File: config.mk
export PLATFORM = sky130hd
export DESIGN_NAME = lzpid_ram
export DESIGN_NICKNAME = d
export VERILOG_FILES = /design/src/design/lzpid_ram.sv
export SDC_FILE = /design/constraint.sdc
export NUM_CORES = 2
export LEC_CHECK = 0
export BUFFER_PORTS_ARGS = -buffer_cell sky130_fd_sc_hd__clkbuf_2
export CAP_MARGIN = 20
export CORE_MARGIN = 4
export CORE_UTILIZATION = 65
export DETAILED_ROUTE_END_ITERATION = 10
export PLACE_DENSITY = 0.81
export RECOVER_POWER = 25
export SYNTH_ARGS = -nofsm -noshare
export SYNTH_HDL_FRONTEND = slang
export SYNTH_SLANG_ARGS = --single-unit
File: constraint.sdc
create_clock -name clk -period 3.6 [get_ports clk]
set_input_delay 0.36 -clock clk [delete_from_list [all_inputs] [get_ports clk]]
set_output_delay 0.36 -clock clk [all_outputs]
set_load 0.01 [all_outputs]
File: src/design/lzpid_ram.sv
module lzpid_ram #(
    parameter int WIDTH = 8,
    parameter int DEPTH = 256
) (
    input  logic                     clk,
    input  logic                     wr_en,
    input  logic [$clog2(DEPTH)-1:0] wr_addr,
    input  logic [WIDTH-1:0]         wr_data,
    input  logic                     rd_en,
    input  logic [$clog2(DEPTH)-1:0] rd_addr,
    output logic [WIDTH-1:0]         rd_data
);

    logic [WIDTH-1:0] mem [DEPTH];
    logic [WIDTH-1:0] rd_data_reg;

    always_ff @(posedge clk)
    begin
        if (wr_en)
        begin
            mem[wr_addr] <= wr_data;
        end
        if (rd_en)
        begin
            rd_data_reg <= mem[rd_addr];
        end
    end

    assign rd_data = rd_data_reg;

endmodule

==> qor.yml <==
track_usage_pct: 32.72
clock_sinks: 2056
grt_pass1_wl_microns: 298100
seqCellArea_sq_um: 61740
max-cap-violations: 10
vias: 41770
worstHoldPathCells: 1
grt_pass1_vias: 41990
crit_path_start_kind: "input port"
cts_buffer_depth: 3
place_area_sq_um: 82700
synthFlopType: "edfxtp_1"
worstPathRequired_ns: 4.13
cts_made_buffers: 191
fin_skew_ns: 0.04975
p_seq_share_pct: 54.7
period_needed_ns: 3.160
slew_viol_final: 896
die-area_sq_um: 128200
syn_inst: 3733
worstSetupStartpoint: "wr_data[6]"
antenna_left: 0
p_sw_uw: 10430
intPower_uw: 37930
die_width_microns: 358.0
multi_input_area_sq_um: 16480
hp-start: "wr_data[7]"
avgSynthCellArea_sq_um: 21.33
synth_edf_count: 2056
yosys-top-cells-count: "edfxtp_1 (2056), mux4_2 (454), nor2_1 (282)"
drt_wl_total_microns: 206700
dp_hpwl_microns: 120100
grt_max_degree: 133
root_buffer: "clkbuf_16"
rsz0062_at_grt: "no"
final_area_sq_um: 88480
ff2ff_path_depth: 5
yosysTopAreaCell: "edfxtp_1"
fin_tns_setup_ns: 0
port_buffers: 34
min_to: "mem[2][7]"
post-route-drc-count: 0
clk_pin_slew_worst_paths_ns: 0.06
r2r_slack_ns: 0.52
area_delta_synth_final_pct: 11.10
ys_types: 54
netlist.area_leader.share_pct: 77.53
grt-ovfl-total: 0
p_leak_uw: 0.02756
drive_above_1_share_pct: 23.82
period_share_pct: 87.79
finalSetupViolCount: 0
critical-path-max-stage-delay_ns: 2.50
critPathCaptureType: "register"
hold_class: "input port to register"
synth-async-reset-ratio_pct: 0
hold_buffers: 1
postCtsSetupBuffers: 0
cp_num_buf_inv: 2
wire_per_inst_microns: 35.98
synth_nets: 3760
rows: 128
status: "complete, but fails checks"
crit_path_top_delay_cell: "dlymetal6s4s_1"
cts_tree: "done"
rr_startpoint: "mem[84][4]"
cts-resized-gates: 0
synth-seq-cells: 2056
hold_viol_final: 0
nets: 3985
clkPwrFrac_pct: 40.1
fillers: 6402
worstMarginPinSlew_ns: 3.455
synthTopCellsByArea: "edfxtp_1 (78%), mux4_2 (13%), mux2i_1 (1.7%), nor2_1 (1.3%), a22oi_1 (1.3%)"
yosysSeqAreaShare_pct: 77.53
synth.most_common_cell: "edfxtp_1"
htree_levels: 4
gp_congestion: 0.8989
slew_headroom_pct: -130.3
swShare_pct: 21.57
crit_arrival_ns: 3.69
power.density_nw_per_um2: 546.6
cp_max_fo: 85
violations: "capacitance limit, slew limit"
ys.warnings.count: 0
core_area_sq_um: 121700
crit_chain: "dlymetal6s4s_1 -> buf_4"
max_freq_mhz: 316.4
largest_reg_flops: 2048
die-height_microns: 358.0
clk_latency_ns: 0.84
io_pins: 35
cp_top_family: "buffers and inverters"
detail_route.first_pass.iterations: 6
viasPerCell: 7.272
grt_antenna_before_repair: 18
start_util_pct: 65.43
crit_type: "input port to register"
comb_power_share_pct: 5.2
r2r-end: "rd_data[4]"
syn-cell-area_sq_um: 79640
final_util_pct: 72.69
first_iter_violations: 7332
ir_drop_mv: 0.5103
==> cells in the final DEF, fill, tap and decap left out, types with 10 or more instances in the layout <==
master     Yosys  final
a221oi_1      13     13
o22ai_1       28     28
clkinv_2       0     27
clkbuf_1     111     49
nor2_1       282    279
nand4_1       10     10
nand3_1       34     34
edfxtp_1    2056   2056
bufinv_16      0     10
clkinv_1       1     54
a211oi_1      16     16
buf_4         27    193
o211ai_1      10     10
nor4_1        24     24
clkbuf_2       0     31
a22oi_1      133    133
nor3_1        22     22
o21ai_0       10     10
buf_12         8     32
nand2_1       33     33
mux4_2       454    454
nor2b_1       31     28
clkbuf_16      0    195
o221ai_1      46     46
mux2i_1      134    134
a21oi_1       96     96
==> through the flow <==
step | setup slack, ns | instances | power, uW | hold slack, ns
after floorplan | 1.164 | 3733 | 28210 | 0.4589
after global placement | 0.1004 | 5389 | 29270 | 0.8414
after detailed placement | -0.03029 | 5389 | 29350 | 0.8433
after CTS | 0.5944 | 5735 | 48260 | 0.1205
after global routing | 0.2865 | 5736 | 49480 | 0.1635
final | 0.4396 | 5744 | 48360 | 0.1596
==> metal layers <==
| layer | vias up | part of all wire (%) | GRT usage, % |
|---|---|---|---|
| met5 | - | 0.025 | 0 |
| met3 | 670 | 14 | 9.236 |
| met4 | 8 | 5.2 | 14.44 |
| met2 | 3691 | 48 | 50.21 |
| li1 | 16140 | - | - |
| met1 | 21260 | 33 | 44.99 |
==> power groups by stage <==
stage,Combinational [uW],Clock (uW),Sequential (uW)
after floorplan,1280,0,26900
after global placement,2340,0,26900
after detailed placement,2400,0,26900
after CTS,2460,19400,26400
after global routing,2580,20500,26400
final,2510,19400,26500
==> logic make-up (layout without fill, tap and decap cells) <==
| logic type | after synthesis | count (layout) | synth area share [%] |
|---|---|---|---|
| AO/OA/AOI/OAI | 385 | 385 | 3.416 |
| buffers and inverters | 235 | 612 | 1.829 |
| flip-flops | 2056 | 2056 | 77.53 |
| multiplexers | 591 | 591 | 14.60 |
| other | 0 | 9 | 0 |
| AND/OR/NAND/NOR | 466 | 466 | 2.625 |
==> how the worst max path moves through the flow <==
stage,cells after the start,end
finish,2,mem[182][6]
detailed placement,7,rd_data[4]
floorplan,9,rd_data[2]
CTS,5,rd_data[4]
global placement,9,rd_data[3]
global route,2,mem[181][6]
==> cell type report <==
class | instances | share of cell area [%]
Multi-Input combinational cell | 1442 | 18.63
Clock inverter | 104 | 0.9192
Clock buffer | 241 | 5.710
Inverter | 2 | 0.008485
Sequential cell | 2056 | 69.78
Tap cell | 1625 | 2.298
Antenna cell | 9 | 0.02546
Timing Repair Buffer | 265 | 2.630
No activity file was read; power rests on OpenSTA's default activity.
